## src/design/pt32_pkg.sv

```systemverilog
// Shared types and constants of the 32-bit primality tester.
package pt32_pkg;

  // Datapath width; the candidate is masked to this many bits.
  localparam int NUM_BITS  = 32;
  localparam int CNT_W     = $clog2(NUM_BITS);
  localparam int NUM_TRIAL = 10;
  localparam int NUM_BASES = 3;
  localparam int BASE_IDX_W = $clog2(NUM_BASES);

  typedef logic [NUM_BITS-1:0] word_t;
  typedef logic [NUM_BITS+1:0] ext_t;
  typedef logic [CNT_W-1:0]    cnt_t;
  typedef logic [4:0]          prime_t;
  typedef logic [5:0]          base_t;

  // Small primes used for trial division.
  localparam prime_t TRIAL_PRIMES [NUM_TRIAL] = '{
    5'd2, 5'd3, 5'd5, 5'd7, 5'd11, 5'd13, 5'd17, 5'd19, 5'd23, 5'd29
  };

  // Witness bases, exact for every 32-bit candidate.
  localparam base_t MR_BASES [NUM_BASES] = '{6'd2, 6'd7, 6'd61};

  // Request to the modular multiplier.
  typedef struct packed {
    logic  start;
    word_t op_a;
    word_t op_b;
  } mul_req_t;

  // Answer of the modular multiplier.
  typedef struct packed {
    logic  done;
    word_t product;
  } mul_res_t;

  // Answer of the trial divider.
  typedef struct packed {
    logic done;
    logic divisible;
  } trial_res_t;

endpackage

```

## src/design/pt32_trial.sv

```systemverilog
// Bit-serial trial division of the candidate by the ten small primes.
module pt32_trial (
  input  logic                  clk_i,
  input  logic                  rst_ni,
  input  logic                  start_i,
  input  pt32_pkg::word_t       value_i,
  output pt32_pkg::trial_res_t  res_o
);

  pt32_pkg::word_t sh_q, sh_d;
  pt32_pkg::cnt_t  cnt_q, cnt_d;
  logic            run_q, run_d;
  logic            done_q, done_d;
  pt32_pkg::prime_t rem_q [pt32_pkg::NUM_TRIAL];
  pt32_pkg::prime_t rem_d [pt32_pkg::NUM_TRIAL];
  logic [5:0]       twice [pt32_pkg::NUM_TRIAL];
  logic             any_zero;

  // One candidate bit per cycle, most significant first, into every lane.
  always_comb begin
    sh_d   = sh_q;
    cnt_d  = cnt_q;
    run_d  = run_q;
    done_d = 1'b0;
    for (int k = 0; k < pt32_pkg::NUM_TRIAL; k++) begin
      twice[k] = {rem_q[k], sh_q[pt32_pkg::NUM_BITS-1]};
      rem_d[k] = rem_q[k];
    end
    if (start_i) begin
      sh_d  = value_i;
      cnt_d = pt32_pkg::cnt_t'(pt32_pkg::NUM_BITS - 1);
      run_d = 1'b1;
      for (int k = 0; k < pt32_pkg::NUM_TRIAL; k++) begin
        rem_d[k] = '0;
      end
    end else if (run_q) begin
      sh_d = {sh_q[pt32_pkg::NUM_BITS-2:0], 1'b0};
      for (int k = 0; k < pt32_pkg::NUM_TRIAL; k++) begin
        if (twice[k] >= {1'b0, pt32_pkg::TRIAL_PRIMES[k]}) begin
          rem_d[k] = pt32_pkg::prime_t'(twice[k] - {1'b0, pt32_pkg::TRIAL_PRIMES[k]});
        end else begin
          rem_d[k] = twice[k][4:0];
        end
      end
      cnt_d = cnt_q - 1'b1;
      if (cnt_q == '0) begin
        run_d  = 1'b0;
        done_d = 1'b1;
      end
    end
  end

  // A lane whose remainder is zero divides the candidate.
  always_comb begin
    any_zero = 1'b0;
    for (int k = 0; k < pt32_pkg::NUM_TRIAL; k++) begin
      any_zero = any_zero | (rem_q[k] == '0);
    end
  end

  assign res_o.done      = done_q;
  assign res_o.divisible = any_zero;

  // Control registers.
  always_ff @(posedge clk_i or negedge rst_ni) begin
    if (!rst_ni) begin
      run_q  <= 1'b0;
      done_q <= 1'b0;
      cnt_q  <= '0;
    end else begin
      run_q  <= run_d;
      done_q <= done_d;
      cnt_q  <= cnt_d;
    end
  end

  // Datapath registers.
  always_ff @(posedge clk_i) begin
    sh_q  <= sh_d;
    rem_q <= rem_d;
  end

endmodule

```

## src/design/pt32_mulmod.sv

```systemverilog
// Bit-serial modular multiplier: one multiplier bit per cycle, MSB first.
module pt32_mulmod (
  input  logic                clk_i,
  input  logic                rst_ni,
  input  pt32_pkg::mul_req_t  req_i,
  input  pt32_pkg::word_t     modulus_i,
  output pt32_pkg::mul_res_t  res_o
);

  pt32_pkg::word_t a_q, a_d;
  pt32_pkg::word_t b_q, b_d;
  pt32_pkg::word_t acc_q, acc_d;
  pt32_pkg::cnt_t  cnt_q, cnt_d;
  logic            run_q, run_d;
  logic            done_q, done_d;
  pt32_pkg::ext_t  sum, mod1, mod2;

  // acc = 2*acc + bit*a, then bring it back below the modulus (sum < 3n).
  assign mod1 = pt32_pkg::ext_t'(modulus_i);
  assign mod2 = pt32_pkg::ext_t'({modulus_i, 1'b0});
  assign sum  = pt32_pkg::ext_t'({acc_q, 1'b0})
              + (b_q[pt32_pkg::NUM_BITS-1] ? pt32_pkg::ext_t'(a_q) : '0);

  always_comb begin
    a_d    = a_q;
    b_d    = b_q;
    acc_d  = acc_q;
    cnt_d  = cnt_q;
    run_d  = run_q;
    done_d = 1'b0;
    if (req_i.start) begin
      a_d   = req_i.op_a;
      b_d   = req_i.op_b;
      acc_d = '0;
      cnt_d = pt32_pkg::cnt_t'(pt32_pkg::NUM_BITS - 1);
      run_d = 1'b1;
    end else if (run_q) begin
      if (sum >= mod2) begin
        acc_d = pt32_pkg::word_t'(sum - mod2);
      end else if (sum >= mod1) begin
        acc_d = pt32_pkg::word_t'(sum - mod1);
      end else begin
        acc_d = pt32_pkg::word_t'(sum);
      end
      b_d   = {b_q[pt32_pkg::NUM_BITS-2:0], 1'b0};
      cnt_d = cnt_q - 1'b1;
      if (cnt_q == '0) begin
        run_d  = 1'b0;
        done_d = 1'b1;
      end
    end
  end

  assign res_o.done    = done_q;
  assign res_o.product = acc_q;

  // Control registers.
  always_ff @(posedge clk_i or negedge rst_ni) begin
    if (!rst_ni) begin
      run_q  <= 1'b0;
      done_q <= 1'b0;
      cnt_q  <= '0;
    end else begin
      run_q  <= run_d;
      done_q <= done_d;
      cnt_q  <= cnt_d;
    end
  end

  // Datapath registers.
  always_ff @(posedge clk_i) begin
    a_q   <= a_d;
    b_q   <= b_d;
    acc_q <= acc_d;
  end

endmodule

```

## src/design/primality_test_32bit.sv

```systemverilog
// Top level of the deterministic 32-bit primality tester.
// Pulse start while busy is low to hand over one candidate; busy stays high
// until the answer, which appears on is_prime_o for exactly one cycle with
// done_o high, and busy drops in that same cycle so a new start may follow.
// The answer cannot be held off, so capture it when done_o is seen. Trial
// division by the primes 2 to 29 comes first; a candidate below two or with
// a small factor is answered right after it; otherwise the powers of two
// are split off n-1, and three witness rounds run on one shared bit-serial
// modular multiplier. A round squares the base once per exponent bit but the
// top one, multiplies once per set bit, and then takes up to r-1 squarings.
module primality_test_32bit (
  input  logic        clk_i,
  input  logic        rst_ni,
  input  logic        start,
  input  logic [31:0] candidate_i,
  output logic        busy,
  output logic        done_o,
  output logic        is_prime_o
);

  typedef enum logic [9:0] {
    S_IDLE     = 10'b00_0000_0001,
    S_TRIAL    = 10'b00_0000_0010,
    S_DECOMP   = 10'b00_0000_0100,
    S_LOAD     = 10'b00_0000_1000,
    S_POW      = 10'b00_0001_0000,
    S_MUL_ACC  = 10'b00_0010_0000,
    S_MUL_BASE = 10'b00_0100_0000,
    S_CHECK    = 10'b00_1000_0000,
    S_SQ       = 10'b01_0000_0000,
    S_SQ_WAIT  = 10'b10_0000_0000
  } state_e;

  state_e state_q, state_d;
  pt32_pkg::word_t n_q, n_d;
  pt32_pkg::word_t d_q, d_d;
  pt32_pkg::word_t expo_q, expo_d;
  pt32_pkg::word_t acc_q, acc_d;
  pt32_pkg::word_t base_q, base_d;
  pt32_pkg::cnt_t  r_q, r_d;
  pt32_pkg::cnt_t  sq_q, sq_d;
  logic [pt32_pkg::BASE_IDX_W-1:0] k_q, k_d;
  logic            done_q, done_d;
  logic            prime_q, prime_d;

  pt32_pkg::mul_req_t   mul_req;
  pt32_pkg::mul_res_t   mul_res;
  pt32_pkg::trial_res_t trial_res;
  logic                 trial_start;
  logic                 accept;
  logic                 small_prime;
  pt32_pkg::word_t      n_minus_1;
  pt32_pkg::word_t      witness;

  assign accept      = start && (state_q == S_IDLE);
  assign trial_start = accept;
  assign n_minus_1   = n_q - 1'b1;
  assign witness     = pt32_pkg::word_t'(pt32_pkg::MR_BASES[k_q]);

  // Candidate equal to one of the trial primes.
  always_comb begin
    small_prime = 1'b0;
    for (int k = 0; k < pt32_pkg::NUM_TRIAL; k++) begin
      small_prime = small_prime |
                    (n_q == pt32_pkg::word_t'(pt32_pkg::TRIAL_PRIMES[k]));
    end
  end

  pt32_trial u_trial (
    .clk_i   (clk_i),
    .rst_ni  (rst_ni),
    .start_i (trial_start),
    .value_i (candidate_i[pt32_pkg::NUM_BITS-1:0]),
    .res_o   (trial_res)
  );

  pt32_mulmod u_mulmod (
    .clk_i     (clk_i),
    .rst_ni    (rst_ni),
    .req_i     (mul_req),
    .modulus_i (n_q),
    .res_o     (mul_res)
  );

  // Sequencer: trial division, split of n-1, then the witness rounds.
  always_comb begin
    state_d = state_q;
    n_d     = n_q;
    d_d     = d_q;
    expo_d  = expo_q;
    acc_d   = acc_q;
    base_d  = base_q;
    r_d     = r_q;
    sq_d    = sq_q;
    k_d     = k_q;
    done_d  = 1'b0;
    prime_d = prime_q;
    mul_req = '{start: 1'b0, op_a: acc_q, op_b: base_q};
    case (state_q)
      S_IDLE: begin
        if (accept) begin
          n_d     = candidate_i[pt32_pkg::NUM_BITS-1:0];
          state_d = S_TRIAL;
        end
      end
      S_TRIAL: begin
        if (trial_res.done) begin
          if (trial_res.divisible || (n_q < pt32_pkg::word_t'(2))) begin
            prime_d = small_prime;
            done_d  = 1'b1;
            state_d = S_IDLE;
          end else begin
            d_d     = n_minus_1;
            r_d     = '0;
            state_d = S_DECOMP;
          end
        end
      end
      S_DECOMP: begin
        if (!d_q[0]) begin
          d_d = {1'b0, d_q[pt32_pkg::NUM_BITS-1:1]};
          r_d = r_q + 1'b1;
        end else begin
          k_d     = '0;
          state_d = S_LOAD;
        end
      end
      S_LOAD: begin
        // Candidate is at least 31 here, so one subtraction reduces the base.
        base_d  = (witness >= n_q) ? witness - n_q : witness;
        acc_d   = pt32_pkg::word_t'(1);
        expo_d  = d_q;
        state_d = S_POW;
      end
      S_POW: begin
        if (expo_q == '0) begin
          state_d = S_CHECK;
        end else if (expo_q[0]) begin
          mul_req = '{start: 1'b1, op_a: acc_q, op_b: base_q};
          state_d = S_MUL_ACC;
        end else begin
          mul_req = '{start: 1'b1, op_a: base_q, op_b: base_q};
          state_d = S_MUL_BASE;
        end
      end
      S_MUL_ACC: begin
        if (mul_res.done) begin
          acc_d = mul_res.product;
          if (expo_q[pt32_pkg::NUM_BITS-1:1] == '0) begin
            expo_d  = '0;
            state_d = S_POW;
          end else begin
            mul_req = '{start: 1'b1, op_a: base_q, op_b: base_q};
            state_d = S_MUL_BASE;
          end
        end
      end
      S_MUL_BASE: begin
        if (mul_res.done) begin
          base_d  = mul_res.product;
          expo_d  = {1'b0, expo_q[pt32_pkg::NUM_BITS-1:1]};
          state_d = S_POW;
        end
      end
      S_CHECK: begin
        if ((acc_q <= pt32_pkg::word_t'(1)) || (acc_q == n_minus_1)) begin
          if (k_q == pt32_pkg::BASE_IDX_W'(pt32_pkg::NUM_BASES - 1)) begin
            prime_d = 1'b1;
            done_d  = 1'b1;
            state_d = S_IDLE;
          end else begin
            k_d     = k_q + 1'b1;
            state_d = S_LOAD;
          end
        end else begin
          sq_d    = r_q - 1'b1;
          state_d = S_SQ;
        end
      end
      S_SQ: begin
        if (acc_q == n_minus_1) begin
          if (k_q == pt32_pkg::BASE_IDX_W'(pt32_pkg::NUM_BASES - 1)) begin
            prime_d = 1'b1;
            done_d  = 1'b1;
            state_d = S_IDLE;
          end else begin
            k_d     = k_q + 1'b1;
            state_d = S_LOAD;
          end
        end else if (sq_q == '0) begin
          prime_d = 1'b0;
          done_d  = 1'b1;
          state_d = S_IDLE;
        end else begin
          mul_req = '{start: 1'b1, op_a: acc_q, op_b: acc_q};
          sq_d    = sq_q - 1'b1;
          state_d = S_SQ_WAIT;
        end
      end
      S_SQ_WAIT: begin
        if (mul_res.done) begin
          acc_d   = mul_res.product;
          state_d = S_SQ;
        end
      end
      default: begin
        state_d = S_IDLE;
      end
    endcase
  end

  assign busy       = (state_q != S_IDLE);
  assign done_o     = done_q;
  assign is_prime_o = prime_q;

  // Control registers.
  always_ff @(posedge clk_i or negedge rst_ni) begin
    if (!rst_ni) begin
      state_q <= S_IDLE;
      done_q  <= 1'b0;
      k_q     <= '0;
      r_q     <= '0;
      sq_q    <= '0;
    end else begin
      state_q <= state_d;
      done_q  <= done_d;
      k_q     <= k_d;
      r_q     <= r_d;
      sq_q    <= sq_d;
    end
  end

  // Datapath registers.
  always_ff @(posedge clk_i) begin
    n_q     <= n_d;
    d_q     <= d_d;
    expo_q  <= expo_d;
    acc_q   <= acc_d;
    base_q  <= base_d;
    prime_q <= prime_d;
  end

endmodule

```

## config.mk

```make
export PLATFORM = sky130hd
export DESIGN_NAME = primality_test_32bit
export DESIGN_NICKNAME = d
export VERILOG_FILES = /design/src/design/pt32_pkg.sv /design/src/design/pt32_trial.sv /design/src/design/pt32_mulmod.sv /design/src/design/primality_test_32bit.sv
export SDC_FILE = /design/constraint.sdc
export NUM_CORES = 1
export LEC_CHECK = 0
export BUFFER_PORTS_ARGS = -buffer_cell sky130_fd_sc_hd__buf_4
export CAP_MARGIN = 10
export CORE_MARGIN = 2
export CORE_UTILIZATION = 64
export CTS_CLUSTER_DIAMETER = 150
export DETAILED_ROUTE_END_ITERATION = 6
export PLACE_DENSITY = 0.86
export SYNTH_ARGS = -nofsm -noshare
export SYNTH_HDL_FRONTEND = slang
export SYNTH_SLANG_ARGS = --single-unit
```

## constraint.sdc

```tcl
create_clock -name clk_i -period 7 [get_ports clk_i]
set_input_delay 0.7 -clock clk_i [delete_from_list [all_inputs] [get_ports clk_i]]
set_output_delay 0.7 -clock clk_i [all_outputs]
set_load 0.005 [all_outputs]
```

# After elaboration in Yosys (flattened, before gate mapping)
# Index checks and enable logic that the tools add are counted.
[classes]
n_reduce_logical = 38
magnitude_cmp = 16
n_div = 0
add_sub_neg = 21
mul = 0
bitwise = 19
eq_ne = 40
mux = 97
shift = 0
[op_table]
columns = ["operator", "count"]
rows = [
  ["$mux W32", 15],
  ["$mux W65", 5],
  ["$pmux W65 S3", 1],
  ["$pmux W32 S2", 3],
  ["$eq A32 B5 Y1 const B", 4],
  ["$mux W5", 20],
  ["$pmux W10 S10", 1],
  ["$pmux W32 S3", 1],
  ["$mux W10", 9],
  ["$logic_not A5 Y1", 13],
  ["$eq A32 B2 Y1 const B", 2],
  ["$eq A32 B3 Y1 const B", 2],
  ["$eq A32 B4 Y1 const B", 2],
  ["$mux W64", 1],
  ["$sub A32 B32 Y32", 2],
  ["$add A33 B32 Y34", 1],
  ["$ge A34 B32 Y1", 1],
  ["$ge A34 B33 Y1", 1],
  ["$eq A32 B32 Y1", 1],
  ["$ge A6 B32 Y1", 1],
  ["$le A32 B1 Y1 const B", 1],
  ["$logic_not A32 Y1", 1],
  ["$lt A32 B2 Y1 const B", 1],
  ["$sub A32 B1 Y32 const B", 1],
  ["other kinds (52)", 141],
]
[word_totals]
ff_bits = 376
mem_bits_ro = 0
wordCells = 263
n_memories = 0
ramBits = 0
out_inout_bits = 3
latchBits = 0
in_bits = 35

# Logic depth before layout (Yosys ltp)
# Gate-level depths: netlist (run 1).
[logic_depth]
word_depth = 14
mapped_depth = 29
ltp_nobuf = 25

# By module
# Synthesis (run 1) repeated with hierarchy kept, for this count alone.
[unflattened]
hier_cells = 2463
area_unflattened_um2 = 24497.2
[modules_own_cells]
columns = ["mod", "cells_per_inst", "seq_area_each_um2", "instances", "area_each_um2"]
rows = [
  ["primality_test_32bit", 931, 5411.4, 1, 10380.0],
  ["pt32_mulmod", 1088, 2737.6, 1, 9624.2],
  ["pt32_trial", 444, 2137.0, 1, 4493.1],
]

# Worst setup path after synthesis (run 1)
# OpenSTA, ideal clock, no wires.
[synth_timing]
path_type = "reg2reg"
startpoint = "reg u_mulmod.b_q[31]"
endpoint = "reg u_mulmod.acc_q[20]"
path_slack_ps = 1839
setup_ps = 69
period_less_slack_ps = 5161
arrival_time_ps = 5091
path_stages_with_launch = 29
path_buffers = 4
required_ps = 6931
path_cell_list = "edfxtp_1 clkbuf_1 and2_1 ha_1 inv_1 fa_1 nor2b_1 o31a_1 o21a_1 a21bo_2 nor2_1 o21ai_0 a31oi_1 xnor2_1 ha_1 clkbuf_1 nand4_1 o22ai_1 nor2_1 o21a_1 a2bb2oi_1 o211ai_1 a21oi_1 o21ai_1 or2_2 clkbuf_1 clkbuf_1 o221ai_1 nor2_1"
[synth_between]
elab_chain_len = 5
word_cells_on_any_way = 8
classes_between = "add/sub: 3; order compare: 2; mux: 3"
[synth_rtl]
columns = ["element", "line", "source"]
rows = [
  ["start: declaration", "pt32_mulmod.sv:11", "pt32_pkg::word_t b_q, b_d;"],
  ["start signal: assignment", "pt32_mulmod.sv:73", "b_q <= b_d;"],
  ["$mux W32 (*)", "pt32_mulmod.sv:22", "+ (b_q[pt32_pkg::NUM_BITS-1] ? pt32_pkg::ext_t'(a_q) : '0);"],
  ["$add A33 B32 Y34 (*)", "pt32_mulmod.sv:22", ""],
  ["$sub A32 B32 Y32 / $ge A34 B32 Y1 (equally long branches)", "pt32_mulmod.sv:41, pt32_mulmod.sv:40", ""],
  ["$mux W32", "pt32_mulmod.sv:40", "end else if (sum >= mod1) begin"],
  ["$mux W32 (*)", "pt32_mulmod.sv:38", "if (sum >= mod2) begin"],
  ["end signal: assignment", "pt32_mulmod.sv:74", "acc_q <= acc_d;"],
  ["end: declaration", "pt32_mulmod.sv:12", "pt32_pkg::word_t acc_q, acc_d;"],
]
# Every way passes the cells marked *; elsewhere a longest branch is shown, timed or not.
# A chain may end at the register's enable or synchronous reset.

# Worst setup path in the final report (run 1)
[layout_timing]
startpoint = "reg u_mulmod.b_q[31]"
endpoint = "reg u_mulmod.acc_q[27]"
# The elaborated chain is that of the path after synthesis.

==> impl_metrics.csv, run 1 <==
group,metric,value,unit
logic_synthesis,synth_xor_area_share,6.61,%
sta,fmax,163,MHz
sta,post-route-min-period,6.14,ns
floorplan,coreArea,36800,um^2
setup_path,startpoint_type,"flop",
floorplan,initial_core_util,65.3,%
setup_path,cp_max_fo,18,
logic_synthesis,syn-mean-instance-area,9.11,um^2
setup_path,criticalPathCategory,"reg -> reg",
status,outcome,"completed",
clock_network,clock_latency,0.58,ns
drt,drc_errors,0,
hold_path,min_path_type,"in -> async",
clock_network,cts_root_buf,"clkbuf_16",
sta,slew_headroom,22.2,%
global_routing,grt_pass1_vias,19700,
logic_synthesis,netlist_area,24000,um^2
logic_synthesis,yosys-top-cells-area,"edfxtp_1 (32%), dfxtp_1 (6.8%), ha_1 (6.6%)",
clock_network,ctsHoldBuffers,0,
floorplan,pin_count,38,
floorplan,dieHeight,198,um
setup_path,path_cells,"nand2_1, inv_1, ha_1, a211oi_1, nor3_1, o211ai_1, a21oi_1, a211oi_1, o21ai_0, xor2_1, ha_1, a211oi_1, o21ai_0, a41oi_1, a21oi_1, o41ai_1, a21oi_1, o41ai_1, xor2_1, a2111oi_0, o2bb2ai_1",
floorplan,die_area,39100,um^2
setup_path,critPathTopFamily,"compound AO/OA/AOI/OAI gates",
job,cap_violations,0,
logic_synthesis,synth_cells,2635,
cells_and_area,final_net_count,2789,
logic_synthesis,synth_fp_nets,2801,
power,powerDensity,280,nW/um^2
clock_network,cts.reportedPaths.clkPinSlew,0.06,ns
place,gp_congestion,1.04,
setup_path,required,7.51,ns
setup_path,arrival,6.65,ns
place,hpwl,54900,um
cells_and_area,area_delta_synth_final,8.43,%
power,leakage,10.8,nW
global_routing,overflow,0,
sta,period_share,87.7,%
logic_synthesis,synthArstFlopShare,9.84,%
logic_synthesis,synth_compound_area_share,16.6,%
cells_and_area,mostFrequentLayoutCells,"nand2_1 (397), edfxtp_1 (257), a21oi_1 (220), nor2_1 (172), o21ai_0 (154)",
clock_network,cts_buffer_depth,3,
sta,setup_violations,0,
floorplan,placementRows,70,
logic_synthesis,synth_top_family_by_area,"simple AND/OR/NAND/NOR gates",
sta,skew,0.0220,ns
logic_synthesis,synth_top_area_share,32.1,%
drt,drtIter0Drc,2552,
clock_network,post_cts_resize_count,0,
logic_synthesis,ys_warn_count,0,
drt,via_per_inst,6.68,
place,io_buffers,37,
cells_and_area,layout_commonest_cell,"nand2_1",
power,ir_worst_vdd,0.000588,V
setup_path,cp.buffers_inverters,1,
sta,worst_slack,0.859,ns
cells_and_area,num-fill-cells,2728,
drt,firstDrtPassIters,5,
clock_network,cts_max_level,2,
floorplan,die_x,198,um
clock_network,clkSinkCount,376,
sta,worst_slew_pin_slew,1.15,ns
logic_synthesis,synthMuxAreaShare,3.02,%
logic_synthesis,synth_adder_area_share,6.95,%
setup_path,crit_slowest_cell,"edfxtp_1",
sta,drv_slew,0,
logic_synthesis,yosys_register_bits,376,
logic_synthesis,yosysUniqueCellTypes,91,
sta,finalHoldViolCount,0,
logic_synthesis,synth_area_leader_cell,"edfxtp_1",
place,dp_slack,1.02,ns
setup_path,slowest_delay,0.68,ns
sta,rsz0062_at_grt,"no",
sta,tns,0,ns
setup_path,cp-end-kind,"flop",
drt,wl,74700,um
logic_synthesis,synthFlopType,"edfxtp_1",
logic_synthesis,yosys.area_share.simple,20.5,%
global_routing,grt_use_total,38.5,%
cells_and_area,drive_gt1_share,7.42,%
global_routing,grt_max_degree,95,
clock_network,postCtsSetupRepairBufs,0,
global_routing,antenna_found_initial,0,
drt,wl_per_cell,23.9,um
global_routing,grt_first_pass_wirelength,114000,um
logic_synthesis,synth_edf_count,257,
clock_network,numCtsBuffers,40,
drt,vias,20900,
clock_network,cts_tree,"yes",
logic_synthesis,yosysSeqAreaShare,42.8,%
drt,final_antenna_net_count,0,
[final cells by class]
class | instances | area, um^2 | area share [%]
multi-input combinational | 2042 | 12900 | 49.7
sequential | 376 | 10300 | 39.5
tap | 468 | 586 | 2.25
antenna | 1 | 2.50 | 0.00961
inverter | 98 | 369 | 1.42
clock inverter | 23 | 277 | 1.06
timing repair buffer | 65 | 500 | 1.92
clock buffer | 51 | 1080 | 4.16
[sequential cells by signal, indices dropped and copies added, names as in the netlist, 2 cells and up]
register        count
sq_q                5
u_mulmod.a_q       32
u_trial.cnt_q       5
n_q                32
u_trial.rem_q      50
base_q             32
acc_q              32
u_mulmod.cnt_q      5
u_mulmod.b_q       32
r_q                 5
u_mulmod.acc_q     32
u_trial.sh_q       32
k_q                 2
state_q            10
d_q                32
expo_q             32
[stage by stage]
stage               area [um^2]  hold slack (ns)  util, %  instances  power (mW)
global route              26000            0.128     70.8       3123        7.61
floorplan                 24000            0.404        -       2635        4.46
CTS                       26000           0.0934     70.8       3123        7.24
global placement          24700            0.452     67.1       3049        4.94
finish                    26000           0.0835     70.8       3124        7.29
detailed placement        24700            0.460     67.1       3049        5.03
[logic make-up (layout without fill, tap and decap cells)]
logic type / Yosys count / after routing
buffers and inverters: 217 / 237
adders and majority gates: 131 / 131
DFF: 376 / 376
AOI/OAI and AO/OA: 645 / 645
xor gates and xnor gates: 178 / 178
and+or+nand+nor: 1017 / 1017
muxes: 71 / 71
other: 0 / 1
[final timing paths]
kind / start / endpoint / slack [ns] / cells after the start
worst min-delay path: rst_ni / u_trial.cnt_q[1] / 0.08 / 1
worst min register to register: u_trial.rem_q[24] / u_trial.rem_q[24] / 0.47 / 2
max in group asynchronous: rst_ni / state_q[0] / 6.56 / 1
min in group clk_i: candidate_i[20] / n_q[20] / 0.30 / 1
worst max register to register: u_mulmod.b_q[31] / u_mulmod.acc_q[27] / 0.86 / 21
worst max-delay path: u_mulmod.b_q[31] / u_mulmod.acc_q[27] / 0.86 / 21
[synth_stat cells (16+ instances only)]
cell / n
a21o_1: 64
xnor2_1: 127
o21ai_0: 154
nor3_1: 68
dfxtp_1: 82
nand4_1: 27
edfxtp_1: 257
nand2b_1: 19
nor2b_1: 16
ha_1: 127
xor2_1: 49
clkbuf_1: 100
nand2_1: 399
o211ai_1: 16
and2_1: 66
nor2_1: 172
inv_1: 96
dfrtp_1: 36
nand3_1: 119
a211oi_1: 49
a21oi_1: 220
mux2i_1: 59
nor4_1: 34
[metal layers]
layer | routed length (um) | up-vias | global-route usage [%]
met5 | 0 | - | 0
met4 | 2810 | 0 | 14.4
met3 | 8880 | 173 | 9.62
met2 | 32200 | 1243 | 57.7
met1 | 30900 | 9940 | 54.2
li1 | - | 9521 | -
[where the power goes]
group | internal (mW) | switching (mW) | leakage [nW]
clock network | 1.29 | 0.930 | 0.658
registers | 2.71 | 0.340 | 3.72
logic | 0.829 | 1.19 | 6.47
total | 4.83 | 2.46 | 10.8
Note: power is estimated with default switching activity, not from simulation.
==> inputs of run 2 (changes only) <==
--- a/config.mk
+++ b/config.mk
@@ -14,4 +14,5 @@
 export PLACE_DENSITY = 0.86
 export SYNTH_ARGS = -nofsm -noshare
 export SYNTH_HDL_FRONTEND = slang
+export SYNTH_HIERARCHICAL = 1
 export SYNTH_SLANG_ARGS = --single-unit
==> run 2 against run 1 <==
  * Utilization down 0.26 points
  * Total power down 2.3%
  * Worst hold slack better by 0.0056 ns
  * Sequential share of layout area is 0.78 points lower
  * Sequential cell count stayed put
  * Cell count down 4.0%
  * Setup slack got worse by 0.48 ns
  * Critical path type unchanged
  * Largest power group unchanged
==> impl_metrics.csv, run 2 <==
group,metric,value,unit
place,io_buffers,37,
setup_path,cp_max_fo,32,
sta,post-route-min-period,6.62,ns
sta,period_share,94.6,%
cells_and_area,mostFrequentLayoutCells,"edfxtp_1 (257), nand2_1 (193), o21ai_0 (150), a21oi_1 (146), nor2_1 (132)",
global_routing,grt_max_degree,70,
cells_and_area,fin_cells,2998,
logic_synthesis,synth_top_area_share,31.5,%
global_routing,grt_pass1_vias,19000,
drt,wl_per_cell,22.0,um
logic_synthesis,yosysMostFrequentCell,"edfxtp_1",
place,gp_congestion,1.02,
sta,drv_slew,0,
clock_network,clkSinkCount,376,
drt,wl,65900,um
hold_path,min_path_type,"in -> async",
cells_and_area,n_antenna_cell,0,
logic_synthesis,synth_common_cells,"edfxtp_1 (257), nand2_1 (193), o21ai_0 (151)",
clock_network,cts_max_level,2,
power,powerDensity,268,nW/um^2
logic_synthesis,synthFlopType,"edfxtp_1",
setup_path,cp-end-kind,"flop",
logic_synthesis,synth_fp_nets,2629,
logic_synthesis,synth_edf_count,257,
job,cap_violations,0,
logic_synthesis,synthArstFlopShare,9.84,%
clock_network,numCtsBuffers,41,
sta,setup_violations,0,
floorplan,initial_core_util,65.0,%
power,p_sw_share,31.5,%
global_routing,grt_first_pass_wirelength,103000,um
drt,drc_errors,0,
clock_network,cts_buffer_depth,3,
clock_network,postCtsSetupRepairBufs,0,
floorplan,placementRows,71,
cells_and_area,drive_gt1_share,11.4,%
power,ir_worst_vdd,0.000314,V
clock_network,post_cts_resize_count,0,
sta,tns,0,ns
sta,finalHoldViolCount,0,
cells_and_area,area_delta_synth_final,8.45,%
place,hpwl,47300,um
global_routing,grt_use_total,33.2,%
setup_path,slowest_delay,0.85,ns
logic_synthesis,yosys_register_bits,376,
setup_path,path_cells,"and2_1, ha_1, inv_1, fa_1, nand2b_1, a211oi_1, o31ai_2, a21o_1, a21oi_1, or3_1, xor2_1, ha_1, a21oi_1, o21ai_0, a221o_1, nand3b_1, o21ba_2, a311o_1, nand2_1, o22ai_1, a221o_1",
cells_and_area,largest_reg_flops,50,
logic_synthesis,synth_cells,2463,
cells_and_area,final_net_count,2620,
logic_synthesis,netlist_area,24500,um^2
clock_network,clock_latency,0.58,ns
setup_path,startpoint_type,"flop",
global_routing,overflow,0,
sta,fmax,151,MHz
logic_synthesis,synth_area_leader_cell,"edfxtp_1",
floorplan,die_area,39900,um^2
sta,slew_headroom,23.1,%
place,post-place-cells,2921,
floorplan,pin_count,38,
sta,skew,0.0251,ns
cells_and_area,layout_commonest_cell,"edfxtp_1",
setup_path,arrival,7.07,ns
drt,drtIter0Drc,1988,
global_routing,antenna_found_initial,2,
clock_network,ctsHoldBuffers,0,
power,p_switching,2.25,mW
floorplan,coreArea,37700,um^2
logic_synthesis,ys_warn_count,6,
logic_synthesis,yosys-top-cells-area,"edfxtp_1 (32%), dfxtp_1 (6.7%), ha_1 (6.5%)",
logic_synthesis,yosysUniqueCellTypes,111,
logic_synthesis,yosysSeqAreaShare,42.0,%
status,outcome,"completed",
drt,vias,19900,
sta,worst_slew_pin_slew,1.15,ns
drt,final_antenna_net_count,0,
power,power.internal,4.88,mW
clock_network,cts_tree,"yes",
drt,firstDrtPassIters,6,
cells_and_area,num-fill-cells,2749,
setup_path,criticalPathCategory,"reg -> reg",
power,leakage,10.8,nW
floorplan,die_x,200,um
sta,rsz0062_at_grt,"no",
clock_network,cts_root_buf,"clkbuf_16",
setup_path,crit_slowest_cell,"edfxtp_1",
setup_path,required,7.45,ns
power,p_clk_share,31.7,%
floorplan,dieHeight,200,um
power,p_comb_share,24.9,%
logic_synthesis,syn-mean-instance-area,9.95,um^2
cells_and_area,top_register,"u_trial/rem_q",
power,p_seq_share,43.4,%
clock_network,cts.reportedPaths.clkPinSlew,0.06,ns
drt,via_per_inst,6.62,
run 2: cell count changes after synthesis, sizes merged, moves of 30 or more:
cell and change:
a22o +36, nor3 -30, nor2 -40, nand3 -40, mux2 +97, a21oi -70
nand2 -203
run 2: cells by family after synthesis:
logic type / after synthesis / share of synthesized area, %
adders and majority gates: 131 / 6.81
AOI/OAI and AO/OA: 641 / 17.5
and+or+nand+nor: 787 / 17.4
DFF: 376 / 42.0
muxes: 142 / 6.39
buffers and inverters: 219 / 3.66
xor gates and xnor gates: 167 / 6.25
run 2: cell type report:
cell class | count | area, um^2 | area share, %
multi-input cells | 1868 | 13300 | 50.2
clock inverters | 21 | 234 | 0.881
inverters | 100 | 375 | 1.41
clock buffers | 55 | 1160 | 4.38
repair buffers | 67 | 523 | 1.97
well taps | 511 | 639 | 2.41
flip-flops and latches | 376 | 10300 | 38.7
run 2: power groups by stage:
stage	combinational, mW	clock [mW]	sequential (mW)
floorplan	1.42	0	2.94
global placement	1.64	0	3.08
detailed placement	1.73	0	3.10
CTS	1.75	2.28	3.07
global route	1.96	2.36	3.11
finish	1.78	2.26	3.09
run 2: path summary, 6_finish.rpt:
kind                                 endpoint  depth (start not counted)              start  slack [ns]
max                        u_mulmod/acc_q[24]                         21   u_mulmod/b_q[31]        0.38
min                         u_mulmod/cnt_q[2]                          1             rst_ni        0.09
max reg2reg                u_mulmod/acc_q[24]                         21   u_mulmod/b_q[31]        0.38
min reg2reg                 u_trial/rem_q[34]                          2  u_trial/rem_q[34]        0.48
max in group asynchronous       u_trial/run_q                          1             rst_ni        6.55
min in group clk_i                    n_q[20]                          1    candidate_i[20]        0.31
run 2: routing by layer:
| metal | vias up | global-route usage [%] | share of wire [%] |
|---|---|---|---|
| met3 | 157 | 6.60 | 9.1 |
| met2 | 992 | 52.7 | 46 |
| met1 | 9554 | 45.4 | 42 |
| met5 | - | 0 | 0.020 |
| met4 | 2 | 11.7 | 3.1 |
| li1 | 9155 | - | - |
run 2: per-stage QoR:
stage,instance area [um^2],utilization [%],hold WS (ns),power (mW),setup slack [ns]
2_1_floorplan,24500,-,0.404,4.35,1.22
3_3_place_gp,25100,66.8,0.450,4.72,0.780
3_5_place_dp,25100,66.8,0.464,4.83,0.579
4_1_cts,26500,70.5,0.0925,7.09,0.548
5_1_grt,26600,70.5,0.115,7.43,0.0699
6_report,26600,70.5,0.0892,7.12,0.376
run 2: worst max-delay path: cells and delay by family, from the launching register on:
| family | cells | cell delay (ns) |
|---|---|---|
| buffers and inverters | 1 | 0.07 |
| DFF | 1 | 0.85 |
| and+or+nand+nor | 5 | 1.01 |
| xor gates and xnor gates | 1 | 0.39 |
| adders and majority gates | 3 | 1.03 |
| AOI/OAI and AO/OA | 11 | 3.14 |
